### src/brc_pkg.sv
package brc_pkg;

  localparam int unsigned IdxW     = 48;
  localparam int unsigned CntW     = 49;
  localparam int unsigned ByteW    = 64;
  localparam int unsigned SizeW    = 32;
  localparam int unsigned AssetW   = 48;
  localparam int unsigned CfgIdxW  = 8;
  localparam int unsigned CfgDataW = 48;
  localparam int unsigned HalfW    = 32;

  localparam int unsigned QDepth   = 4;
  localparam int unsigned QPtrW    = $clog2(QDepth);
  localparam int unsigned ResDepth = 2;
  localparam int unsigned RPtrW    = $clog2(ResDepth);

  localparam logic [CfgIdxW-1:0] RegBlockSize       = CfgIdxW'(0);
  localparam logic [CfgIdxW-1:0] RegAssetSize       = CfgIdxW'(1);
  localparam logic [CfgIdxW-1:0] RegMaxGapBlocks    = CfgIdxW'(2);
  localparam logic [CfgIdxW-1:0] RegMaxRequestBytes = CfgIdxW'(3);

  localparam logic [SizeW-1:0]  BlockSizeRst       = SizeW'(65536);
  localparam logic [AssetW-1:0] AssetSizeRst       = AssetW'(0);
  localparam logic [SizeW-1:0]  MaxGapBlocksRst    = SizeW'(0);
  localparam logic [AssetW-1:0] MaxRequestBytesRst = AssetW'(16777216);

  typedef struct packed {
    logic [SizeW-1:0]  block_size;
    logic [AssetW-1:0] asset_size;
    logic [SizeW-1:0]  max_gap_blocks;
    logic [AssetW-1:0] max_request_bytes;
  } cfg_t;

  typedef struct packed {
    logic [IdxW-1:0]  block_index;
    logic             list_end;
    logic [ByteW-1:0] offset;
    logic [ByteW-1:0] ext_end;
  } item_t;

  typedef struct packed {
    logic [IdxW-1:0]  first_block;
    logic [CntW-1:0]  block_count;
    logic [ByteW-1:0] byte_offset;
    logic [ByteW-1:0] byte_length;
    logic             final_run;
  } result_t;

endpackage

### src/brc_front.sv
module brc_front (
  input  logic                      clk_i,
  input  logic                      rst_ni,
  input  brc_pkg::cfg_t             cfg_i,
  input  logic                      in_valid_i,
  output logic                      in_ready_o,
  input  logic [brc_pkg::IdxW-1:0]  block_index_i,
  input  logic                      list_end_i,
  output logic                      item_valid_o,
  input  logic                      item_ready_i,
  output brc_pkg::item_t            item_o
);

  logic                        s1_v_q, s2_v_q, s3_v_q;
  logic                        s1_rdy, s2_rdy, s3_rdy;
  logic [brc_pkg::IdxW-1:0]    s1_idx_q, s2_idx_q, s3_idx_q;
  logic                        s1_last_q, s2_last_q, s3_last_q;
  logic [brc_pkg::ByteW-1:0]   p0_d, s1_p0_q;
  logic [brc_pkg::HalfW-1:0]   p1_d;
  logic [brc_pkg::HalfW-1:0]   s1_p1_q;
  logic [brc_pkg::ByteW-1:0]   off_d, s2_off_q, s3_off_q;
  logic                        ge_d, s3_ge_q;
  logic [brc_pkg::AssetW:0]    sum_d, s3_sum_q;
  logic [brc_pkg::ByteW-1:0]   end_val;

  assign p0_d    = block_index_i[brc_pkg::HalfW-1:0] * cfg_i.block_size;
  assign p1_d    = block_index_i[brc_pkg::IdxW-1:brc_pkg::HalfW] * cfg_i.block_size;
  assign off_d   = s1_p0_q + {s1_p1_q, {brc_pkg::HalfW{1'b0}}};
  assign ge_d    = s2_off_q >= brc_pkg::ByteW'(cfg_i.asset_size);
  assign sum_d   = {1'b0, s2_off_q[brc_pkg::AssetW-1:0]}
                 + (brc_pkg::AssetW+1)'(cfg_i.block_size);

  assign s3_rdy     = !s3_v_q || item_ready_i;
  assign s2_rdy     = !s2_v_q || s3_rdy;
  assign s1_rdy     = !s1_v_q || s2_rdy;
  assign in_ready_o = s1_rdy;

  always_ff @(posedge clk_i or negedge rst_ni) begin
    if (!rst_ni) begin
      s1_v_q <= 1'b0;
      s2_v_q <= 1'b0;
      s3_v_q <= 1'b0;
    end else begin
      if (s1_rdy) s1_v_q <= in_valid_i;
      if (s2_rdy) s2_v_q <= s1_v_q;
      if (s3_rdy) s3_v_q <= s2_v_q;
    end
  end

  always_ff @(posedge clk_i) begin
    if (s1_rdy) begin
      s1_idx_q  <= block_index_i;
      s1_last_q <= list_end_i;
      s1_p0_q   <= p0_d;
      s1_p1_q   <= p1_d;
    end
    if (s2_rdy) begin
      s2_idx_q  <= s1_idx_q;
      s2_last_q <= s1_last_q;
      s2_off_q  <= off_d;
    end
    if (s3_rdy) begin
      s3_idx_q  <= s2_idx_q;
      s3_last_q <= s2_last_q;
      s3_off_q  <= s2_off_q;
      s3_ge_q   <= ge_d;
      s3_sum_q  <= sum_d;
    end
  end

  // Below the asset end the clipped extent ends at min(offset + size, asset size).
  always_comb begin
    if (s3_ge_q) begin
      end_val = s3_off_q;
    end else if (s3_sum_q < {1'b0, cfg_i.asset_size}) begin
      end_val = brc_pkg::ByteW'(s3_sum_q);
    end else begin
      end_val = brc_pkg::ByteW'(cfg_i.asset_size);
    end
  end

  assign item_valid_o       = s3_v_q;
  assign item_o.block_index = s3_idx_q;
  assign item_o.list_end    = s3_last_q;
  assign item_o.offset      = s3_off_q;
  assign item_o.ext_end     = end_val;

endmodule

### config.mk
export PLATFORM = sky130hd
export DESIGN_NAME = brc_front
export DESIGN_NICKNAME = d
export VERILOG_FILES = /design/src/brc_pkg.sv /design/src/brc_front.sv
export SDC_FILE = /design/constraint.sdc
export NUM_CORES = 2
export LEC_CHECK = 0
export ABC_AREA = 1
export BUFFER_PORTS_ARGS = -buffer_cell sky130_fd_sc_hd__buf_2
export CAP_MARGIN = 15
export CORE_UTILIZATION = 24
export DETAILED_ROUTE_END_ITERATION = 16
export GPL_ROUTABILITY_DRIVEN = 0
export GPL_TIMING_DRIVEN = 0
export PLACE_DENSITY = 0.49
export SETUP_SLACK_MARGIN = 0.1
export SLEW_MARGIN = 40
export SYNTH_ARGS = -nofsm -noshare
export SYNTH_HDL_FRONTEND = slang
export SYNTH_SLANG_ARGS = --single-unit
### constraint.sdc
create_clock -name clk_i -period 16.6 [get_ports clk_i]
set_input_delay 2.49 -clock clk_i [delete_from_list [all_inputs] [get_ports clk_i]]
set_output_delay 2.49 -clock clk_i [all_outputs]
set_load 0.05 [all_outputs]
* After elaboration in Yosys (flattened, before gate mapping)
Index checks and enable logic that the tools add are counted.
** Cells by class
- Multipliers :: 2
- Add/subtract/negate cells :: 2
- Order comparisons :: 2
- Mux-type cells :: 2
- Reductions and logical operators :: 6
** Operators with widths (number)
- adder 64 bit :: 1
- greater-or-equal comparator 64 x 48 -> 1 bit :: 1
- multiplier 32 x 32 -> 64 bit :: 1
- two-way mux 64 bit :: 1
- adder 48 x 32 -> 49 bit :: 1
- < comparator 49 x 48 -> 1 bit :: 1
- two-way mux 49 bit :: 1
- multiplier 16 x 32 -> 32 bit :: 1
- zero test 1 bit :: 3
- logical OR 1 bit :: 3
** Word-level totals
- Bits of input ports :: 213
- Output and inout port bits :: 179
- Bits in registers :: 424

* Logic depth before layout (Yosys ltp)
- Depth in word-level cells :: 4
- Mapped depth :: 30
- Gate-level depth less buffers :: 29

* Least setup slack after synthesis
No wires, ideal clock.
- Path kind :: input -> output
- Start point :: input port item_ready_i
- End point :: output port in_ready_o
- Data arrival time :: 9.776 ns
- Data required time :: 14.110 ns
- Cell stages on the path :: 4
- Slack :: 4.334 ns
- Path through :: inv_1 nand2_1 nor2_1 nand2_1
** Between the ends
- Longest elaborated chain between the ends :: 3
** Ends and longest elaborated chain
- start: declaration :: RTL line brc_front.sv:10 : input logic item_ready_i,
- logical OR 1 bit :: RTL line brc_front.sv:33 : assign s3_rdy = !s3_v_q || item_ready_i;
- net s3_rdy :: RTL line brc_front.sv:15 : logic s1_rdy, s2_rdy, s3_rdy;
- logical OR 1 bit :: RTL line brc_front.sv:34 : assign s2_rdy = !s2_v_q || s3_rdy;
- logical OR 1 bit :: RTL line brc_front.sv:35 : assign s1_rdy = !s1_v_q || s2_rdy;
- end: declaration :: RTL line brc_front.sv:6 : output logic in_ready_o,
The timed path passes the listed nets, and every way through them passes these cells.

* Worst setup path in the final report
- Start point :: input port cfg_i[145] (netlist bit)
- End point :: register s1_p0_q[60] (netlist bit), data pin
** Between the ends
- Longest elaborated chain between the ends :: 1
** Ends and longest elaborated chain
- start: declaration :: RTL line brc_front.sv:4 : input brc_pkg::cfg_t cfg_i,
- multiplier 32 x 32 -> 64 bit :: RTL line brc_front.sv:26 : assign p0_d = block_index_i[brc_pkg::HalfW-1:0] * cfg_i.block_size;
- net p0_d, one bit :: RTL line brc_front.sv:18 : logic [brc_pkg::ByteW-1:0] p0_d, s1_p0_q;
- end signal: assignment :: RTL line brc_front.sv:54 : s1_p0_q <= p0_d;
- end: declaration :: RTL line brc_front.sv:18
The timed path passes the listed nets, and every way through them passes these cells.
A chain may end at the register's enable or synchronous reset.

==> results.md <==
- Status: complete, no violations
- # Max-Cap Violations: 0
- CP Capture Type: flip-flop
- Crit path DAT: 10700 ps
- Syn_area_per_cell: 8.35 µm²
- Post-synthesis sequential area ratio: 0.188
- Overall Global Routing Usage: 0.188
- Grt total ovfl: 0
- Mapped Cells: 8113
- Hold path start: s2_idx_q[26]$_DFFE_PP_
- Crit path top cell by count: fa_1
- Synth cell types: 48
- Mapped Nets: 10014
- Vias: 55318
- Post-synth ARST share: 0.00708
- H-tree depth: 2
- Worst Hold Depth: 0
- Synth Register Bits: 424
- CP max stage delay: 690 ps
- Tcrit/Tclk final: 0.617
- Post-Route WL: 268000 µm
- Routed len/inst: 21.8 µm
- Hold Path Class: flip-flop to flip-flop
- Detail Placement HPWL: 224000 µm
- CTS root buf: clkbuf_16
- Sink Count: 424
- Peak Freq: 97.7 MHz
- Final nets: 10401
- Chip Width: 533 µm
- Fin Setup TNS: 0 ps
- Initial drt markers: 5082
- Crit-path max FO: 10
- CP Class: input port to flip-flop
- Resized cells post-CTS: 0
- Final setup viols: 0
- Vias per cell: 4.50
- Vias in the first global route: 57559
- Fraction of layout instances using a drive strength above 1: 0.0735
- Post-synth EDFFs: 421
- Setup bufs post-CTS: 0
- First-pass GRT wire length: 389000 µm
- Reg2reg end: s3_sum_q[44]$_DFFE_PP_
- Top FF cell, synth: edfxtp_1
- Fillers: 30259
- Non-filler instance count after layout: 12280
- Synthesis Warnings: 0
- Die area: 0.284 mm²
- Post-route ant nets: 0
- Layout area overhead: 12.6%
- Slowest-stage cell, CP: buf_1
- Mapped Area: 0.0677 mm²
- Worst EP required: 17070 ps
- Worst Hold End: s3_idx_q[26]$_DFFE_PP_
- Worst skew pair latency: 760 ps
- Tmin final: 10240 ps
- RSZ-0062 raised after global routing: false
- RR Startpoint: s2_off_q[0]$_DFFE_PP_
- CP Launch Type: input port
- R2R depth: 14
- Final hold slack: 412 ps
- Hold Fails Final Rpt: 0
- Initial Utilization: 0.242
- CTS tree: yes
- Initial antenna violation count: 20
- IO Port Bufs: 311
- Worst-margin pin slew: 994 ps
- Rows: 194
- Placed Cells: 12164
- Core area: 0.280 mm²
- CTS clk-pin slew, worst paths: 80 ps
- Setup slack, reg-to-reg: 13270 ps
- Die span in y: 533 µm
- Rel. slew slack: 0.337
- CTS Hold Buffers Added: 0
- IO Pins: 392
- Pre-antenna DRT Iters: 6
- Largest net degree at the start of global routing: 71
- Final Max Tran Viols: 0
- CTS max path bufs: 3
- Final worst clock skew: 73.5 ps
- Fin util: 0.272
- Num CTS Buffers: 55
- # DRC: 0
==> placed cells by master, fill, tap and decap left out, drive strengths merged, types with 46 or more instances in the layout <==
| master | count |
|---|---|
| nand2 | 2155 |
| o21ai | 147 |
| nor2 | 280 |
| fa | 1202 |
| clkbuf | 299 |
| inv | 2260 |
| nand4 | 46 |
| edfxtp | 421 |
| a21oi | 236 |
| ha | 486 |
| nand3 | 251 |
| buf | 410 |
| xor2 | 110 |
==> through the flow <==
| step | setup slack (ps) | cell area [µm²] |
|---|---|---|
| after floorplan | 4330 | 67700 |
| final | 6360 | 76300 |
| after global routing | 6140 | 76200 |
| after detailed placement | 5690 | 74400 |
| after global placement | -1310 | 73900 |
| after CTS | 6540 | 76200 |
==> synthesized netlist by cell type (7+ instances only) <==
cell type  count  share of area
nor4_1         9        0.00083
buf_2         16         0.0012
clkbuf_1     237          0.013
o211ai_1       8        0.00089
o21ai_0      135          0.010
inv_1       2250           0.12
nor2_1       274          0.015
ha_1         486          0.090
nor3_1        33         0.0024
nand4_1       46         0.0042
edfxtp_1     421           0.19
o21a_1         7        0.00078
nand3b_1       7        0.00078
a21o_1        18         0.0020
nand3_1      251          0.019
nand2_1     2150           0.12
o21bai_1      24         0.0027
a31oi_1       24         0.0022
a21oi_1      235          0.017
fa_1        1202           0.36
buf_1         57         0.0032
xnor2_1       35         0.0045
xor2_1       110          0.014
a21boi_0       9         0.0010
==> cell type report <==
type                    count  area, µm²  share of cell area
well taps                3724       4660              0.0611
inverters                2254       8470               0.111
diodes                     10       25.0            0.000328
clock buffers              61       1400              0.0183
flip-flops and latches    424      12700               0.167
multi-input cells        5117      45300               0.594
clock inverters            42        364             0.00477
repair buffers            330       1890              0.0247
plain buffers             318       1450              0.0190
==> routing by layer <==
layer  part of all wire  vias up  GRT usage
met5            0.00048        -          0
met2               0.44     2629      0.300
met1               0.41    27543      0.241
met4              0.060       14     0.0982
met3              0.089      532     0.0376
li1                   -    24600          -
==> state kept, by name (all words and copies together) (netlist names) <==
signal and flops:
s1_idx_q 48, s1_p0_q 64, s1_v_q 1, s2_off_q 64, s3_ge_q 1, s3_last_q 1
s3_off_q 64, s2_last_q 1, s1_last_q 1, item_valid_o 1, s2_idx_q 48, s3_idx_q 48
s1_p1_q 32, s3_sum_q 49, s2_v_q 1
==> worst max-delay path by stage <==
| stage | startpoint | to | slack [ps] | cells after the start |
|---|---|---|---|---|
| finish | cfg_i[145] | s1_p0_q[60]$_DFFE_PP_ | 6360 | 26 |
| global route | cfg_i[145] | s1_p0_q[62]$_DFFE_PP_ | 6140 | 26 |
| CTS | cfg_i[145] | s1_p0_q[62]$_DFFE_PP_ | 6540 | 26 |
| detailed placement | cfg_i[145] | s1_p0_q[62]$_DFFE_PP_ | 5690 | 26 |
| global placement | item_ready_i | in_ready_o | -1310 | 6 |
| floorplan | item_ready_i | in_ready_o | 4330 | 4 |
==> kinds of logic after synthesis <==
family,after synthesis,share of synthesized area
buffers and inverters,2572,0.144
adder cells (fa/ha/maj),1688,0.445
flip-flops,424,0.188
AO/OA/AOI/OAI,488,0.0404
XOR/XNOR,145,0.0188
AND/OR/NAND/NOR,2796,0.164
==> worst max-delay path: cells and delay by family <==
family	cells	cell delay, ps
buf+inv	8	1930
fa+ha+maj	9	4660
simple gates	4	450
compound gates	5	1150
Power is not shown: default switching activity piles up to over one toggle a cycle in this logic, so the estimate is an artifact.
