<file path="src/brc_pkg.sv">
package brc_pkg;

  localparam int unsigned IdxW     = 48;
  localparam int unsigned CntW     = 49;
  localparam int unsigned ByteW    = 64;
  localparam int unsigned SizeW    = 32;
  localparam int unsigned AssetW   = 48;
  localparam int unsigned CfgIdxW  = 8;
  localparam int unsigned CfgDataW = 48;
  localparam int unsigned HalfW    = 32;

  localparam int unsigned QDepth   = 4;
  localparam int unsigned QPtrW    = $clog2(QDepth);
  localparam int unsigned ResDepth = 2;
  localparam int unsigned RPtrW    = $clog2(ResDepth);

  localparam logic [CfgIdxW-1:0] RegBlockSize       = CfgIdxW'(0);
  localparam logic [CfgIdxW-1:0] RegAssetSize       = CfgIdxW'(1);
  localparam logic [CfgIdxW-1:0] RegMaxGapBlocks    = CfgIdxW'(2);
  localparam logic [CfgIdxW-1:0] RegMaxRequestBytes = CfgIdxW'(3);

  localparam logic [SizeW-1:0]  BlockSizeRst       = SizeW'(65536);
  localparam logic [AssetW-1:0] AssetSizeRst       = AssetW'(0);
  localparam logic [SizeW-1:0]  MaxGapBlocksRst    = SizeW'(0);
  localparam logic [AssetW-1:0] MaxRequestBytesRst = AssetW'(16777216);

  typedef struct packed {
    logic [SizeW-1:0]  block_size;
    logic [AssetW-1:0] asset_size;
    logic [SizeW-1:0]  max_gap_blocks;
    logic [AssetW-1:0] max_request_bytes;
  } cfg_t;

  typedef struct packed {
    logic [IdxW-1:0]  block_index;
    logic             list_end;
    logic [ByteW-1:0] offset;
    logic [ByteW-1:0] ext_end;
  } item_t;

  typedef struct packed {
    logic [IdxW-1:0]  first_block;
    logic [CntW-1:0]  block_count;
    logic [ByteW-1:0] byte_offset;
    logic [ByteW-1:0] byte_length;
    logic             final_run;
  } result_t;

endpackage

</file>
<file path="src/brc_back.sv">
module brc_back (
  input  logic             clk_i,
  input  logic             rst_ni,
  input  brc_pkg::cfg_t    cfg_i,
  input  logic             item_valid_i,
  output logic             item_ready_o,
  input  brc_pkg::item_t   item_i,
  output logic             out_valid_o,
  input  logic             out_ready_i,
  output brc_pkg::result_t result_o
);

  logic                        open_q;
  logic [brc_pkg::IdxW-1:0]    first_q, last_q;
  logic [brc_pkg::ByteW-1:0]   first_off_q, last_end_q;

  brc_pkg::result_t            res_q [brc_pkg::ResDepth];
  logic [brc_pkg::RPtrW-1:0]   rd_q, wa0, wa1;
  logic [brc_pkg::RPtrW:0]     cnt_q, space, n_res;

  logic [brc_pkg::IdxW-1:0]    gap;
  logic [brc_pkg::ByteW-1:0]   merged;
  logic                        join_run, close_run, fire, pop;
  logic [brc_pkg::IdxW-1:0]    nf;
  logic [brc_pkg::ByteW-1:0]   nfo;
  brc_pkg::result_t            closed_res, final_res, res_a;

  function automatic brc_pkg::result_t make_result(
    input logic [brc_pkg::IdxW-1:0]  first,
    input logic [brc_pkg::IdxW-1:0]  last,
    input logic [brc_pkg::ByteW-1:0] off,
    input logic [brc_pkg::ByteW-1:0] ext_end,
    input logic                      fin
  );
    brc_pkg::result_t r;
    r.first_block = first;
    r.block_count = {1'b0, last} - {1'b0, first} + brc_pkg::CntW'(1);
    r.byte_offset = off;
    r.byte_length = ext_end - off;
    r.final_run   = fin;
    return r;
  endfunction

  assign gap       = item_i.block_index - last_q - brc_pkg::IdxW'(1);
  assign merged    = item_i.ext_end - first_off_q;
  assign join_run  = open_q && (item_i.block_index > last_q)
                  && (gap <= brc_pkg::IdxW'(cfg_i.max_gap_blocks))
                  && (merged <= brc_pkg::ByteW'(cfg_i.max_request_bytes));
  assign close_run = open_q && !join_run;

  assign nf  = join_run ? first_q : item_i.block_index;
  assign nfo = join_run ? first_off_q : item_i.offset;

  assign closed_res = make_result(first_q, last_q, first_off_q, last_end_q, 1'b0);
  assign final_res  = make_result(nf, item_i.block_index, nfo, item_i.ext_end, 1'b1);
  assign res_a      = close_run ? closed_res : final_res;

  assign n_res = {{brc_pkg::RPtrW{1'b0}}, close_run}
               + {{brc_pkg::RPtrW{1'b0}}, item_i.list_end};

  assign out_valid_o  = cnt_q != '0;
  assign result_o     = res_q[rd_q];
  assign pop          = out_valid_o && out_ready_i;
  assign space        = (brc_pkg::RPtrW+1)'(brc_pkg::ResDepth) - cnt_q
                      + {{brc_pkg::RPtrW{1'b0}}, pop};
  assign item_ready_o = n_res <= space;
  assign fire         = item_valid_i && item_ready_o;

  assign wa0 = rd_q + cnt_q[brc_pkg::RPtrW-1:0];
  assign wa1 = wa0 + 1'b1;

  always_ff @(posedge clk_i or negedge rst_ni) begin
    if (!rst_ni) begin
      open_q <= 1'b0;
      rd_q   <= '0;
      cnt_q  <= '0;
    end else begin
      if (fire) open_q <= !item_i.list_end;
      if (pop)  rd_q <= rd_q + 1'b1;
      cnt_q <= cnt_q - {{brc_pkg::RPtrW{1'b0}}, pop} + (fire ? n_res : '0);
    end
  end

  always_ff @(posedge clk_i) begin
    if (fire) begin
      first_q     <= nf;
      last_q      <= item_i.block_index;
      first_off_q <= nfo;
      last_end_q  <= item_i.ext_end;
      if (n_res != '0) res_q[wa0] <= res_a;
      if (n_res == (brc_pkg::RPtrW+1)'(2)) res_q[wa1] <= final_res;
    end
  end

  assert property (@(posedge clk_i) disable iff (!rst_ni)
    cnt_q <= (brc_pkg::RPtrW+1)'(brc_pkg::ResDepth))
    else $error("Result buffer holds more entries than it has.");

  assert property (@(posedge clk_i) disable iff (!rst_ni)
    fire && item_i.list_end |=> !open_q)
    else $error("Run still open after the last item of a list.");

  assert property (@(posedge clk_i) disable iff (!rst_ni)
    fire && !item_i.list_end |=> open_q)
    else $error("No run open after an item inside a list.");

  assert property (@(posedge clk_i) disable iff (!rst_ni)
    fire && (n_res != '0) |=> out_valid_o)
    else $error("Emitted run is not offered at the output.");

endmodule

</file>
<file path="config.mk">
export PLATFORM = sky130hd
export DESIGN_NAME = brc_back
export DESIGN_NICKNAME = d
export VERILOG_FILES = /design/src/brc_pkg.sv /design/src/brc_back.sv
export SDC_FILE = /design/constraint.sdc
export NUM_CORES = 2
export LEC_CHECK = 0
export BUFFER_PORTS_ARGS = -buffer_cell sky130_fd_sc_hd__buf_2
export CAP_MARGIN = 20
export CORE_MARGIN = 2
export CORE_UTILIZATION = 43
export CTS_BUF_LIST = sky130_fd_sc_hd__clkbuf_16
export CTS_CLUSTER_SIZE = 10
export DETAILED_ROUTE_END_ITERATION = 10
export SKIP_CTS_REPAIR_TIMING = 1
export SLEW_MARGIN = 20
export SYNTH_ARGS = -nofsm -noshare
export SYNTH_HDL_FRONTEND = slang
export SYNTH_SLANG_ARGS = --single-unit
</file>
<file path="constraint.sdc">
create_clock -name clk_i -period 23.2 [get_ports clk_i]
set_input_delay 3.48 -clock clk_i [delete_from_list [all_inputs] [get_ports clk_i]]
set_output_delay 3.48 -clock clk_i [all_outputs]
set_load 0.01 [all_outputs]
</file>
# Yosys cells after proc, flatten, opt, wreduce, memory -nomap -nowiden
# Memory sizes are Yosys's and may differ from the RTL's.
# Cells that the tools add are included.
# op_classes
n_eq_ne	1
muxes	10
order_cmp	4
add_sub_neg	17
n_reduce_logical	10
# op_table
cell	count
$mux 226	1
$sub 64x64->64	3
$add 49x1->49 const B	2
$sub 48x48->49	2
$le 64x48->1	1
$mux 64	1
$gt 48x48->1	1
$le 48x32->1	1
$mux 48	1
$sub 48x1->48 const B	1
$sub 48x48->48	1
$logic_and 1x1->1	6
$mux 1	6
$reduce_bool 2->1	2
$add 1x1->1 const B	2
$add 1x1->2	1
$add 2x1->2	1
$add 2x2->2	1
$eq 2x2->1 const B	1
$le 2x2->1	1
$logic_not 1->1	2
$mux 2	1
$sub 2x1->2	1
$sub 2x2->2 const A	1
$add 1x1->1	1
# word_totals
out_inout_bits	228
ram_bits	452
reg_bits	228
word_cells	50
mem_count	1
input_bits	341
# mem_list
memory	words	word_bits	read_ports	rd_clocked_by_memory_dff	write_ports	line	rtl
res_q	2	226	1	0	2	brc_back.sv:17	brc_pkg::result_t res_q [brc_pkg::ResDepth];

# Logic depth before layout (Yosys ltp)
# depth
word_depth	12
mapped_depth	50
mapped_depth_nobuf	47

# Worst setup path after synthesis
# OpenSTA, ideal clock, no wires.
# synth_timing
kind	input to register
startpoint	input port item_i[129] (netlist name)
endpoint	memory res_q[0][128] (netlist name) (data pin)
cell_stages	37
t_required_ps	23069
slack_ps	2121
t_arrival_ps	20949
path_cell_list	ha_1 fa_1 a211oi_1 o21ai_0 a21oi_1 nand2b_1 a21oi_1 o21ai_0 nand2_1 o21ai_0 nand3_1 nand2_1 xor2_1 ha_1 and2_1 a221o_1 a221o_1 o21ai_0 o21ai_0 nor4_1 nand4b_1 or4_1 or4_1 o31a_1 buf_6 buf_6 buf_6 ha_1 ha_1 nor2b_1 o21ai_0 nand2_1 inv_1 nand3_1 nand2_1 a22o_1 a22o_1
# synth_lines
item	line	rtl
start, declared	brc_back.sv:7	input brc_pkg::item_t item_i,
end, declared	brc_back.sv:17	

==> impl_metrics.ini <==
[power_and_ir_drop]
ir_worst_vdd_uv = 145
power_density_mw_per_mm2 = 161
switching_share_pct = 46.7
p_int_uw = 5160
combinationalPowerShare_pct = 61.8
power.switching_uw = 4530
p_seq_share_pct = 24.9
leakage_uw = 0.0253
pwr-share-clk_pct = 13.3

[synthesis]
synth_flop_cell = edfxtp_1
synth_seq_cells = 680
syn_avg_cell_area_um2 = 10.4
async_reset_ff_share_pct = 0.588
synth_edf_count = 674
yosys_warnings = 0
netlist_instances = 5214
ys_types = 108
synth_area_mm2 = 0.0540
synth-seq-area-share_pct = 37.7
synth_nets = 6077

[setup_path]
r2r_slack_ns = 9.81
cp_max_fo = 27
crit_buf_inv = 4
cp_top_family = simple AND/OR/NAND/NOR gates
timing.rr.start = first_off_q[1]
required_ns = 23.61
critical_path.most_common_cell = o21ai_0
critPathArrivalTime_ns = 16.21
worst_setup_path_start_kind = primary input
critPathKind = primary input to register
crit_path_max_incr_delay_ns = 0.81
ff2ff_path_depth = 41
slowest_stage = nor3_1
crit_path_end_kind = register
r2r_end = res_q[0][59]

[layout]
final_area_mm2 = 0.0602
drive_gt1_share_pct = 19.8
syn_to_final_growth_pct = 11.5
final_common_cell = edfxtp_1
final_cell_mix = edfxtp_1 (674), ha_1 (516), buf_2 (488)
fin_util_pct = 48.1
nNetsFinal = 6452

[sta]
maxSlewHeadroom_pct = 21.6
fmax_ghz = 0.0633
post-route-period-util_pct = 68.1
rsz0062_at_grt = false
slew_violations = 0
setup_viol = 0
worstMarginPinSlew_ns = 1.18
hold_viol = 0
tns_ns = 0
fin_ws_ns = 7.40
period_needed_ns = 15.80
hold_slack_ns = 0.464
skew_ns = 0.0319

[clock_network]
clock_sinks = 680
cts_buffers = 87
clockRootBuffer = clkbuf_16
clk_latency_ns = 0.70
htree_levels = 3
clk_pin_slew_worst_paths_ns = 0.06
clockBufferDepth = 3
cts_tree = built

[route]
firstDrtPassIters = 5
avgViaCountPerCell = 6.00
wl_per_cell_um = 24.5
drc = 0
routed_wl_um = 178000
drt_iter0_drc = 3839
ant_nets = 0
vias = 43700

[die]
core_area_mm2 = 0.125
die_w_um = 358
die_height_um = 358
rows = 130
io_pins = 569
initial_core_util_pct = 43.2
dieArea_mm2 = 0.128

[grt]
antenna_found_initial = 19
grt_usage_pct = 27.0
grt_pass1_vias = 42700
grt-ovfl-total = 0
grt_max_degree = 138
grt_pass1_wl_um = 262000

[worst_hold_path]
holdPathStages = 2
worstHoldStart = res_q[1][0]
hold_path.class = register to register
min_to = res_q[1][0]

[place]
dp_slack_ns = 6.84
gp_congestion = 0.950
place_area_mm2 = 0.0576
hpwl_um = 133000
port_buffers = 488

[run_status]
status = finished, final reports clean

[flow_run]
max-cap-violations = 0
==> flip-flops by register name (all words and copies together), names as in the netlist <==
signal	flops
open_q	1
rd_q	1
first_q	48
res_q	452
cnt_q	2
last_q	48
first_off_q	64
last_end_q	64
==> worst reg2reg max path, delay by kind of cell, from the launching register on <==
family / cells / cell delay, ns
simple gates: 14 / 4.93
mux: 2 / 0.73
compound gates: 17 / 4.78
buf+inv: 3 / 0.97
xor+xnor: 2 / 0.28
flops: 1 / 0.42
fa+ha+maj: 3 / 0.97
==> per-stage QoR <==
step / instances / power, uW
finish: 7295 / 9690
global route: 7289 / 10300
CTS: 7286 / 9700
detailed placement: 7150 / 8380
global placement: 7150 / 8300
floorplan: 5214 / 6710
==> metal layers <==
metal / vias up / GRT usage (%) / share of wire, %
li1: 20600 / - / -
met1: 21400 / 35.8 / 43
met2: 1469 / 45.9 / 48
met3: 199 / 3.95 / 6.5
met4: 8 / 7.03 / 2.4
met5: - / 0 / 0.028
==> cells by family (layout without fill, tap and decap cells) <==
| logic type | count (synthesis) | in the layout | synth area share (%) |
|---|---|---|---|
| AOI/OAI and AO/OA | 1622 | 1622 | 20.0 |
| and+or+nand+nor | 981 | 981 | 9.22 |
| buffers and inverters | 685 | 1107 | 5.54 |
| DFF | 680 | 680 | 37.7 |
| adders and majority gates | 522 | 522 | 12.2 |
| muxes | 430 | 430 | 10.5 |
| xor gates and xnor gates | 294 | 294 | 4.79 |
| other | 0 | 9 | 0 |
==> how the worst max path moves through the flow <==
stage / startpoint / endpoint / slack (ns) / cells after the start
2_1_floorplan: item_i[129] / res_q[0][128] / 2.12 / 37
3_3_place_gp: item_i[129] / res_q[0][172] / 6.61 / 47
3_5_place_dp: item_i[129] / res_q[0][172] / 6.84 / 47
4_1_cts: item_i[129] / res_q[0][172] / 7.57 / 47
5_1_grt: item_i[129] / res_q[0][176] / 6.74 / 47
6_report: item_i[0] / res_q[0][59] / 7.40 / 42
==> cells in the mapped netlist, types with 35 or more instances <==
master | count | share of area [%]
o21ai_0 | 226 | 2.1
o21a_1 | 56 | 0.78
o22ai_1 | 348 | 4.0
nor2b_1 | 51 | 0.59
edfxtp_1 | 674 | 37
inv_1 | 437 | 3.0
nand2b_1 | 48 | 0.56
nor2_1 | 180 | 1.3
nand4_1 | 94 | 1.1
buf_2 | 63 | 0.58
nor3_1 | 62 | 0.57
mux2_1 | 35 | 0.73
xnor2_1 | 172 | 2.8
mux2i_1 | 41 | 0.76
o21bai_1 | 58 | 0.81
mux2i_4 | 79 | 3.3
nand3_1 | 94 | 0.87
nand2_1 | 259 | 1.8
clkbuf_1 | 126 | 0.88
xor2_1 | 121 | 2.0
ha_1 | 516 | 12
a21oi_1 | 370 | 3.4
mux2_2 | 273 | 5.7
and3_1 | 47 | 0.54
o22ai_2 | 57 | 1.3
a21o_1 | 163 | 2.3
==> power groups by stage <==
stage	registers, uW	clock network (uW)	logic, uW
after detailed placement	2440	0	5940
after CTS	2410	1310	5980
after global routing	2470	1350	6530
after global placement	2410	0	5890
final	2410	1290	5990
after floorplan	2530	0	4180
==> area by class of cell <==
cell class,instances,area [um2]
fillers,11700,64900
multi-input cells,3849,30700
flip-flops and latches,680,20400
repair buffers,521,2740
clock buffers,90,2250
well taps,1650,2060
inverters,450,1700
clock inverters,46,324
diodes,9,22.5
Power figures use the tool's default switching activity.
