## src/brc_pkg.sv

```systemverilog
package brc_pkg;

  localparam int unsigned IdxW     = 48;
  localparam int unsigned CntW     = 49;
  localparam int unsigned ByteW    = 64;
  localparam int unsigned SizeW    = 32;
  localparam int unsigned AssetW   = 48;
  localparam int unsigned CfgIdxW  = 8;
  localparam int unsigned CfgDataW = 48;
  localparam int unsigned HalfW    = 32;

  localparam int unsigned QDepth   = 4;
  localparam int unsigned QPtrW    = $clog2(QDepth);
  localparam int unsigned ResDepth = 2;
  localparam int unsigned RPtrW    = $clog2(ResDepth);

  localparam logic [CfgIdxW-1:0] RegBlockSize       = CfgIdxW'(0);
  localparam logic [CfgIdxW-1:0] RegAssetSize       = CfgIdxW'(1);
  localparam logic [CfgIdxW-1:0] RegMaxGapBlocks    = CfgIdxW'(2);
  localparam logic [CfgIdxW-1:0] RegMaxRequestBytes = CfgIdxW'(3);

  localparam logic [SizeW-1:0]  BlockSizeRst       = SizeW'(65536);
  localparam logic [AssetW-1:0] AssetSizeRst       = AssetW'(0);
  localparam logic [SizeW-1:0]  MaxGapBlocksRst    = SizeW'(0);
  localparam logic [AssetW-1:0] MaxRequestBytesRst = AssetW'(16777216);

  typedef struct packed {
    logic [SizeW-1:0]  block_size;
    logic [AssetW-1:0] asset_size;
    logic [SizeW-1:0]  max_gap_blocks;
    logic [AssetW-1:0] max_request_bytes;
  } cfg_t;

  typedef struct packed {
    logic [IdxW-1:0]  block_index;
    logic             list_end;
    logic [ByteW-1:0] offset;
    logic [ByteW-1:0] ext_end;
  } item_t;

  typedef struct packed {
    logic [IdxW-1:0]  first_block;
    logic [CntW-1:0]  block_count;
    logic [ByteW-1:0] byte_offset;
    logic [ByteW-1:0] byte_length;
    logic             final_run;
  } result_t;

endpackage

```

## src/brc_queue.sv

```systemverilog
module brc_queue (
  input  logic           clk_i,
  input  logic           rst_ni,
  input  logic           push_valid_i,
  output logic           push_ready_o,
  input  brc_pkg::item_t push_item_i,
  output logic           pop_valid_o,
  input  logic           pop_ready_i,
  output brc_pkg::item_t pop_item_o
);

  brc_pkg::item_t             mem_q [brc_pkg::QDepth];
  logic [brc_pkg::QPtrW-1:0]  wr_q, rd_q;
  logic [brc_pkg::QPtrW:0]    cnt_q;
  logic                       push, pop;

  assign push_ready_o = cnt_q != (brc_pkg::QPtrW+1)'(brc_pkg::QDepth);
  assign pop_valid_o  = cnt_q != '0;
  assign pop_item_o   = mem_q[rd_q];
  assign push         = push_valid_i && push_ready_o;
  assign pop          = pop_valid_o && pop_ready_i;

  always_ff @(posedge clk_i or negedge rst_ni) begin
    if (!rst_ni) begin
      wr_q  <= '0;
      rd_q  <= '0;
      cnt_q <= '0;
    end else begin
      if (push) wr_q <= wr_q + 1'b1;
      if (pop)  rd_q <= rd_q + 1'b1;
      cnt_q <= cnt_q + {{brc_pkg::QPtrW{1'b0}}, push} - {{brc_pkg::QPtrW{1'b0}}, pop};
    end
  end

  always_ff @(posedge clk_i) begin
    if (push) mem_q[wr_q] <= push_item_i;
  end

endmodule

```

## config.mk

```make
export PLATFORM = sky130hd
export DESIGN_NAME = brc_queue
export DESIGN_NICKNAME = d
export VERILOG_FILES = /design/src/brc_pkg.sv /design/src/brc_queue.sv
export SDC_FILE = /design/constraint.sdc
export NUM_CORES = 1
export LEC_CHECK = 0
export ABC_AREA = 0
export BUFFER_PORTS_ARGS = -buffer_cell sky130_fd_sc_hd__clkbuf_2
export CAP_MARGIN = 20
export CORE_MARGIN = 10
export CORE_UTILIZATION = 64
export CTS_BUF_LIST = sky130_fd_sc_hd__clkbuf_8
export DETAILED_ROUTE_END_ITERATION = 8
export PLACE_DENSITY = 0.94
export SKIP_CTS_REPAIR_TIMING = 1
export SLEW_MARGIN = 20
export SYNTH_ARGS = -nofsm -noshare
export SYNTH_HDL_FRONTEND = slang
export SYNTH_SLANG_ARGS = --single-unit
```

## constraint.sdc

```tcl
create_clock -name clk_i -period 8.7 [get_ports clk_i]
set_input_delay 1.305 -clock clk_i [delete_from_list [all_inputs] [get_ports clk_i]]
set_output_delay 1.305 -clock clk_i [all_outputs]
set_load 0.1 [all_outputs]
```

Word level (Yosys, flattened, before mapping)

Memory sizes are Yosys's and may differ from the RTL's.
Index checks and enable logic that the tools add are counted.

Register bits: 7
Memories kept: 1
Latch bits: 0
Word-level logic and storage cells: 14
RAM bits: 708
Input bits: 181
Memory bits (read-only): 0

Magnitude comparators: 0
Equality and inequality tests: 1
Shift-type cells: 0
Multipliers: 0
Bitwise operators: 0
Divide/modulo/power cells: 0
Reduce and logical (&&, ||, !) cells: 3
$add $sub $neg: 4
Muxes and demuxes: 2

Memories:

| name  | depth | bits a word | read ports | clocked after Yosys merged registers in | wr ports | line            | source |
|---|---|---|---|---|---|---|---|
| mem_q | 4     | 177         | 1          | 0                                       | 1        | brc_queue.sv:12 | `brc_pkg::item_t mem_q [brc_pkg::QDepth];` |

Operator list:

| kind                  | count |
|---|---|
| $add A2 B1 Y2 const B | 2 |
| $add A3 B1 Y3         | 1 |
| $ne A3 B3 Y1 const B  | 1 |
| $reduce_bool A3 Y1    | 1 |
| $sub A3 B1 Y3         | 1 |
| $logic_and A1 B1 Y1   | 2 |
| $mux W1               | 2 |

Depth between registers and ports, before layout

Gate-level depths: netlist (run 1).

Depth in word-level cells: 4
Mapped depth: 9
Depth with buffers taken out: 9

Worst setup path after synthesis (run 1)

No wires, ideal clock.

Path type: input to register
Start: in push_valid_i
End: mem mem_q[0][0] in the netlist's numbering, enable pin
Setup slack: 2,730 ps
Cell stages on the path: 1
Arrival time: 5,410 ps
Path buffers: 0
Path through: and3b_1

Longest elaborated chain between the ends: 3

RTL lines:

| element                       | line            | source |
|---|---|---|
| start: declaration            | brc_queue.sv:4  | `input logic push_valid_i,` |
| $logic_and A1 B1 Y1           | brc_queue.sv:20 | `assign push = push_valid_i && push_ready_o;` |
| $mux W1                       | brc_queue.sv:36 | `if (push) mem_q[wr_q] <= push_item_i;` |
| $mux W1 (implied by the code) | brc_queue.sv:36 |  |
| end: declaration              | brc_queue.sv:12 |  |

Every way passes these cells.

==> flow_summary.json, run 1 <==
{
  "finalClockSkew_ps": 39.9,
  "muxShareOfSynthArea_pct": 15.3,
  "clock-sinks": 715,
  "outcome": "finished clean",
  "grt_max_degree": 75,
  "vias": 12327,
  "cts_made_buffers": 106,
  "ys_seq_area_share_pct": 82.5,
  "worst_hold_path_type": "primary input to asynchronous set/reset pin",
  "final_common_cell": "edfxtp_1",
  "synth_fa_ha_area_share_pct": 0.366,
  "netlist_instances": 966,
  "pre_cts_slack_ps": 4650,
  "dieArea_um2": 49100,
  "grt-ovfl-total": 0,
  "nets": 1596,
  "fin_util_pct": 76.1,
  "clk_pin_slew_worst_paths_ps": 70,
  "slew_violations": 0,
  "die_height_um": 222,
  "drc_errors": 0,
  "rows": 73,
  "grt_setup_unrepaired": "false",
  "max_slew_margin_pct": 29.6,
  "ys_warn_count": 0,
  "period_needed_ps": 4740,
  "cts_tree": "done",
  "drt-initial-drc-count": 1437,
  "netlist_area_um2": 26000,
  "place.gp.congestion": 0.773,
  "post-route-period-util_pct": 54.5,
  "synth.avg_cell_area_um2": 26.9,
  "synth_flop_cell": "edfxtp_1",
  "grt_pass1_wl_um": 87100,
  "seq_area_um2": 21400,
  "multi_input_area_um2": 4260,
  "yosysTopAreaCell": "edfxtp_1",
  "start_util_pct": 65.1,
  "grt_pass1_vias": 13228,
  "synth_top_area_share_pct": 81.8,
  "synth_fp_nets": 1154,
  "worstPathMaxFanout": 67,
  "wirelength_um": 58500,
  "fmax_mhz": 211,
  "synth_top_family_by_area": "multiplexers",
  "crit_arrival_ps": 3440,
  "drive_gt1_share_pct": 46.2,
  "async_flop_share_pct": 0.979,
  "io_pins": 360,
  "synth_edf_count": 708,
  "synth_area_leaders": "edfxtp_1, mux4_2, dfrtp_1",
  "root_buffer": "clkbuf_8",
  "setup_slack_ps": 3960,
  "cts-htree-levels": 3,
  "max-cap-violations": 0,
  "path_class": "flip-flop to primary output",
  "fillerInstances": 1903,
  "clkLatencyLatePin_ps": 670,
  "synth_compound_area_share_pct": 0.125,
  "clk_path_buf_depth": 3,
  "finalHoldViolations": 0,
  "wl_per_cell_um": 28.8,
  "place_hpwl_um": 36400,
  "yosys.area_share.simple_pct": 0.385,
  "ys_ff_latch": 715,
  "endpoint_kind": "primary output",
  "firstDrtPassIters": 7,
  "cp.required_ps": 7390,
  "final_cell_mix": "edfxtp_1, clkbuf_2, mux4_2",
  "globalRouteTotalUtil_pct": 23.8,
  "setup_viol": 0,
  "antenna_found_initial": 15,
  "fp.coreArea_um2": 39900,
  "ys_types": 20,
  "portBuffers": 359,
  "die_x_um": 222,
  "area_delta_synth_final_pct": 16.8,
  "start_kind": "flip-flop",
  "ant_nets": 0,
  "fin_setup_tns_ps": 0,
  "viasPerCell": 6.07,
  "synth_xor_area_share_pct": 0.135,
  "tightest_slew_ps": 1060
}
## metal layers
metal  global-route usage (%)  vias to the layer above  part of all wire [%]
met5                        0                        -                  0.16
met4                     8.22                       14                   2.5
met3                     8.52                      112                    11
met2                     39.1                      706                    52
met1                     29.2                     6369                    35
li1                         -                     5126                     -
## cell usage after synthesis, types with 2 or more instances
library cell / number
nand2b_1: 4
and3b_1: 4
ha_1: 6
dfrtp_1: 7
nand4bb_1: 2
clkbuf_1: 6
inv_1: 6
buf_6: 14
mux4_2: 177
edfxtp_1: 708
xnor2_1: 3
buf_2: 20
o211ai_1: 2
## logic make-up (layout without fill, tap and decap cells)
logic type,count (synthesis),count (layout)
flip-flops,715,715
multiplexers,177,177
buffers and inverters,46,578
AND/OR/NAND/NOR,13,13
adder cells (fa/ha/maj),7,7
AO/OA/AOI/OAI,4,4
XOR/XNOR,4,4
other,0,9
## metrics by stage
| step | hold WS (ps) | cells | area [um^2] |
|---|---|---|---|
| after floorplan | 543 | 966 | 26000 |
| after global placement | 566 | 1823 | 28300 |
| after detailed placement | 620 | 1824 | 28300 |
| after CTS | 428 | 2022 | 30300 |
| after global routing | 451 | 2027 | 30300 |
| final | 463 | 2032 | 30400 |
## critical path, stage by stage, from the launching register on
cell	delay, ps
dfrtp_4	910
buf_4	860
mux4_2	430
clkbuf_2	470
## sequential cells by signal, summed over array words and instances (netlist names)
name	cells
mem_q	708
cnt_q	3
rd_q	2
wr_q	2
## final cells by class
cell class	count	share of cell area (%)
clock inverter	90	1.68
tap	525	2.16
multi-input combinational	205	14.0
antenna	9	0.0742
timing repair buffer	374	6.44
inverter	6	0.0742
clock buffer	108	4.90
sequential	715	70.6
## path summary, 6_finish.rpt
check                          from              to  slack, ps  cells after the start
setup reg to reg           cnt_q[2]    mem_q[2][61]       5650                      3
hold / removal               rst_ni         rd_q[0]        460                      1
max in group asynchronous    rst_ni         rd_q[1]       8020                      1
setup / recovery            rd_q[1]  pop_item_o[79]       3960                      3
min in group clk_i          wr_q[1]         wr_q[1]        630                      2
hold reg to reg             wr_q[1]         wr_q[1]        630                      2
Power of run 1 is not shown: default switching activity piles up to over one toggle a cycle in this logic, so the estimate is an artifact.
==> inputs of run 2 (changes only) <==
--- a/config.mk
+++ b/config.mk
@@ -9,10 +9,10 @@
 export BUFFER_PORTS_ARGS = -buffer_cell sky130_fd_sc_hd__clkbuf_2
 export CAP_MARGIN = 20
 export CORE_MARGIN = 10
-export CORE_UTILIZATION = 64
+export CORE_UTILIZATION = 54
 export CTS_BUF_LIST = sky130_fd_sc_hd__clkbuf_8
 export DETAILED_ROUTE_END_ITERATION = 8
-export PLACE_DENSITY = 0.94
+export PLACE_DENSITY = 0.85
 export SKIP_CTS_REPAIR_TIMING = 1
 export SLEW_MARGIN = 20
 export SYNTH_ARGS = -nofsm -noshare
==> constraint.sdc (replaced) <==
create_clock -name clk_i -period 4.23 [get_ports clk_i]
set_input_delay 0.6345 -clock clk_i [delete_from_list [all_inputs] [get_ports clk_i]]
set_output_delay 0.6345 -clock clk_i [all_outputs]
set_load 0.1 [all_outputs]
==> flow_summary.json, run 2 (same netlist as run 1, synthesis figures left out) <==
{
  "outcome": "finished clean",
  "rows": 80,
  "ant_nets": 0,
  "globalRouteTotalUtil_pct": 18.3,
  "nets": 1602,
  "place.gp.congestion": 0.732,
  "crit_arrival_ps": 2920,
  "whs_path_depth": 1,
  "final_cell_mix": "edfxtp_1, clkbuf_2, mux4_2",
  "vias": 11924,
  "place_hpwl_um": 32300,
  "antenna_found_initial": 5,
  "clkLatencyLatePin_ps": 710,
  "portBuffers": 359,
  "reg_top3": "mem_q x708, cnt_q x3",
  "top_register": "mem_q",
  "clock-sinks": 715,
  "area_delta_synth_final_pct": 17.7,
  "fmax_mhz": 281,
  "grt_setup_unrepaired": "false",
  "seq_area_um2": 21400,
  "firstDrtPassIters": 5,
  "drt-initial-drc-count": 830,
  "fp.coreArea_um2": 47600,
  "worstPathMaxFanout": 38,
  "rr_worst_depth": 4,
  "final_cells": 2113,
  "drc_errors": 0,
  "root_buffer": "clkbuf_8",
  "cp.required_ps": 3600,
  "cts_tree": "done",
  "endpoint_kind": "primary output",
  "tightest_slew_ps": 828,
  "final_common_cell": "edfxtp_1",
  "cts-htree-levels": 3,
  "antenna_cells": 0,
  "setup_viol": 0,
  "clk_path_buf_depth": 3,
  "grt-ovfl-total": 0,
  "wl_per_cell_um": 24.8,
  "largest_register_ffs": 708,
  "grt_max_degree": 178,
  "viasPerCell": 5.64,
  "post-route-period-util_pct": 84.1,
  "finalHoldViolations": 0,
  "grt_pass1_vias": 12864,
  "period_needed_ps": 3560,
  "multi_input_area_um2": 4260,
  "io_pins": 360,
  "start_util_pct": 54.5,
  "grt_pass1_wl_um": 78900,
  "die_height_um": 239,
  "wirelength_um": 52400,
  "r2r_slack_ps": 1500,
  "fin_util_pct": 64.2,
  "cts_made_buffers": 107,
  "start_kind": "flip-flop",
  "drive_gt1_share_pct": 46.7,
  "dpl_cell_area_um2": 28500,
  "dieArea_um2": 57300,
  "finish.instance_area_um2": 30600,
  "slew_violations": 0,
  "finalClockSkew_ps": 42.4,
  "fin_setup_tns_ps": 0,
  "max_slew_margin_pct": 44.7,
  "worst_hold_path_type": "primary input to flip-flop",
  "dp.cells": 1917,
  "max-cap-violations": 0,
  "fillerInstances": 3022,
  "clk_pin_slew_worst_paths_ps": 60,
  "die_x_um": 239,
  "path_class": "flip-flop to primary output"
}
## run 2: changes by cell type in the layout (fill, tap and decap cells not counted), moves of 2 or more
| cell | previous run | this run |
|---|---|---|
| buf_4 | 12 | 7 |
| inv_8 | 2 | 0 |
| clkinv_2 | 15 | 19 |
| diode_2 | 9 | 0 |
| inv_1 | 43 | 36 |
| buf_12 | 2 | 10 |
## run 2: worst paths after layout
kind,from,to
max in group asynchronous,rst_ni,rd_q[1]
worst min-delay path,push_item_i[29],mem_q[3][29]
worst max-delay path,rd_q[0],pop_item_o[2]
worst max register to register,cnt_q[1],mem_q[3][75]
min in group asynchronous,rst_ni,wr_q[0]
worst min register to register,wr_q[1],wr_q[1]
## run 2: stage by stage
stage / setup WS, ps / hold WS (ps)
final: 672 / 151
after global routing: 462 / 111
after CTS: 534 / -312
after detailed placement: 1330 / 489
after global placement: 1330 / 485
after floorplan: 915 / 339
## run 2: critical path, stage by stage, from the launching register on
cell	delay, ps
dfrtp_4	780
buf_12	340
mux4_2	610
clkbuf_2	400
## run 2: cell type report
cell class / instances / area share, %
Sequential cell: 715 / 70.1
Multi-Input combinational cell: 205 / 13.9
Timing Repair Buffer: 379 / 6.91
Clock buffer: 109 / 4.91
Tap cell: 615 / 2.52
Clock inverter: 84 / 1.53
Inverter: 6 / 0.0736
## run 2: routing by layer
metal / vias to the layer above / global-route usage, % / share of wire (%)
met5: - / 0 / 0.13
met4: 10 / 6.15 / 2.0
met3: 76 / 6.36 / 9.6
met2: 516 / 28.9 / 50
met1: 6198 / 23.6 / 38
li1: 5124 / - / -
Power of run 2 is left out for the same reason.
==> inputs of run 3 (changes only) <==
--- a/config.mk
+++ b/config.mk
@@ -9,10 +9,10 @@
 export BUFFER_PORTS_ARGS = -buffer_cell sky130_fd_sc_hd__clkbuf_2
 export CAP_MARGIN = 20
 export CORE_MARGIN = 10
-export CORE_UTILIZATION = 54
+export CORE_UTILIZATION = 59
 export CTS_BUF_LIST = sky130_fd_sc_hd__clkbuf_8
 export DETAILED_ROUTE_END_ITERATION = 8
-export PLACE_DENSITY = 0.85
+export PLACE_DENSITY = 0.88
 export SKIP_CTS_REPAIR_TIMING = 1
 export SLEW_MARGIN = 20
 export SYNTH_ARGS = -nofsm -noshare
==> constraint.sdc (replaced) <==
create_clock -name clk_i -period 3.7 [get_ports clk_i]
set_input_delay 0.555 -clock clk_i [delete_from_list [all_inputs] [get_ports clk_i]]
set_output_delay 0.555 -clock clk_i [all_outputs]
set_load 0.1 [all_outputs]
==> flow_summary.json, run 3 (same netlist as run 1, synthesis figures left out) <==
{
  "cp.required_ps": 3140,
  "top_register": "mem_q",
  "cts_tree": "done",
  "drive_gt1_share_pct": 47.6,
  "worstPathMaxFanout": 47,
  "max_slew_margin_pct": 45.2,
  "wl_per_cell_um": 26.4,
  "dieArea_um2": 52800,
  "grt_pass1_wl_um": 84500,
  "place.gp.congestion": 0.753,
  "nets": 1623,
  "slew_violations": 0,
  "portBuffers": 359,
  "drc_errors": 0,
  "crit_arrival_ps": 2820,
  "clk_pin_slew_worst_paths_ps": 60,
  "seq_area_um2": 21400,
  "globalRouteTotalUtil_pct": 21.4,
  "finalClockSkew_ps": 26.1,
  "io_pins": 360,
  "rows": 76,
  "fmax_mhz": 296,
  "largest_register_ffs": 708,
  "clkLatencyLatePin_ps": 690,
  "grt_pass1_vias": 13224,
  "antenna_found_initial": 16,
  "tightest_slew_ps": 822,
  "root_buffer": "clkbuf_8",
  "path_class": "flip-flop to primary output",
  "setup_viol": 0,
  "clock-sinks": 715,
  "die_height_um": 230,
  "whs_path_depth": 1,
  "final_common_cell": "edfxtp_1",
  "reg2reg_from": "cnt_q[1]",
  "outcome": "finished clean",
  "setup_slack_ps": 326,
  "start_util_pct": 60.1,
  "fin_setup_tns_ps": 0,
  "max-cap-violations": 0,
  "endpoint_kind": "primary output",
  "cts-htree-levels": 3,
  "whs_endpoint": "mem_q[1][89]",
  "start_kind": "flip-flop",
  "final_cell_mix": "edfxtp_1, clkbuf_2, mux4_2",
  "vias": 12291,
  "period_needed_ps": 3370,
  "pre_cts_slack_ps": 950,
  "grt_setup_unrepaired": "false",
  "die_x_um": 230,
  "drt-initial-drc-count": 1169,
  "whs_ps": 83.7,
  "area_delta_synth_final_pct": 19.0,
  "cts_made_buffers": 110,
  "fillerInstances": 2407,
  "fp.coreArea_um2": 43300,
  "grt-ovfl-total": 0,
  "post-route-period-util_pct": 91.2,
  "ant_nets": 0,
  "reg_top3": "mem_q x708, cnt_q x3",
  "worst_hold_path_type": "primary input to flip-flop",
  "r2r-end": "cnt_q[2]",
  "rr_worst_depth": 9,
  "multi_input_area_um2": 4260,
  "clk_path_buf_depth": 3,
  "wirelength_um": 55900,
  "r2r_slack_ps": 1070,
  "place_hpwl_um": 36300,
  "viasPerCell": 5.81,
  "min_from": "push_item_i[89]",
  "finalHoldViolations": 0,
  "grt_max_degree": 91,
  "firstDrtPassIters": 5
}
-- run 3: cell types whose count changed in the layout (fill, tap and decap cells not counted) --
cell        previous run  this run
buf_16                 2         0
clkinvlp_4             4         8
inv_6                  2         1
bufinv_16              4         9
buf_4                  7        20
clkbuf_8             109       110
inv_1                 36        31
clkinv_1              25        30
diode_2                0         6
buf_12                10        17
-- run 3: worst max path at each step --
stage                     depth (start not counted)              end      from
after floorplan                                   2      mem_q[0][0]  cnt_q[2]
after global placement                            3  pop_item_o[169]   rd_q[0]
after detailed placement                          3  pop_item_o[169]   rd_q[0]
after CTS                                         3  pop_item_o[117]   rd_q[0]
after global routing                              3   pop_item_o[41]   rd_q[0]
final                                             3  pop_item_o[169]   rd_q[0]
-- run 3: metrics by stage --
step | cells | util (%) | area (um^2)
5_1_grt | 2115 | 71.5 | 30900
3_5_place_dp | 1907 | 66.4 | 28700
2_1_floorplan | 966 | - | 26000
4_1_cts | 2109 | 71.4 | 30900
3_3_place_gp | 1907 | 66.4 | 28700
6_report | 2116 | 71.5 | 30900
-- run 3: area by class of cell --
class | instances | share of cell area [%]
well taps | 585 | 2.37
repair buffers | 397 | 7.43
multi-input cells | 205 | 13.8
clock inverters | 92 | 2.07
diodes | 6 | 0.0485
inverters | 6 | 0.0728
flip-flops and latches | 715 | 69.3
clock buffers | 110 | 4.90
-- run 3: critical path, stage by stage, from the launching register on --
cell and delay, ps:
dfrtp_4 690, buf_12 360, mux4_2 600, clkbuf_2 400
-- run 3: metal layers --
| metal | GRT usage [%] | share of wire (%) | vias to the layer above |
|---|---|---|---|
| met2 | 34.3 | 51 | 545 |
| li1 | - | - | 5182 |
| met3 | 8.16 | 9.9 | 92 |
| met5 | 0 | 0.23 | - |
| met1 | 26.6 | 36 | 6450 |
| met4 | 6.91 | 2.1 | 22 |
Power of run 3 is left out for the same reason.
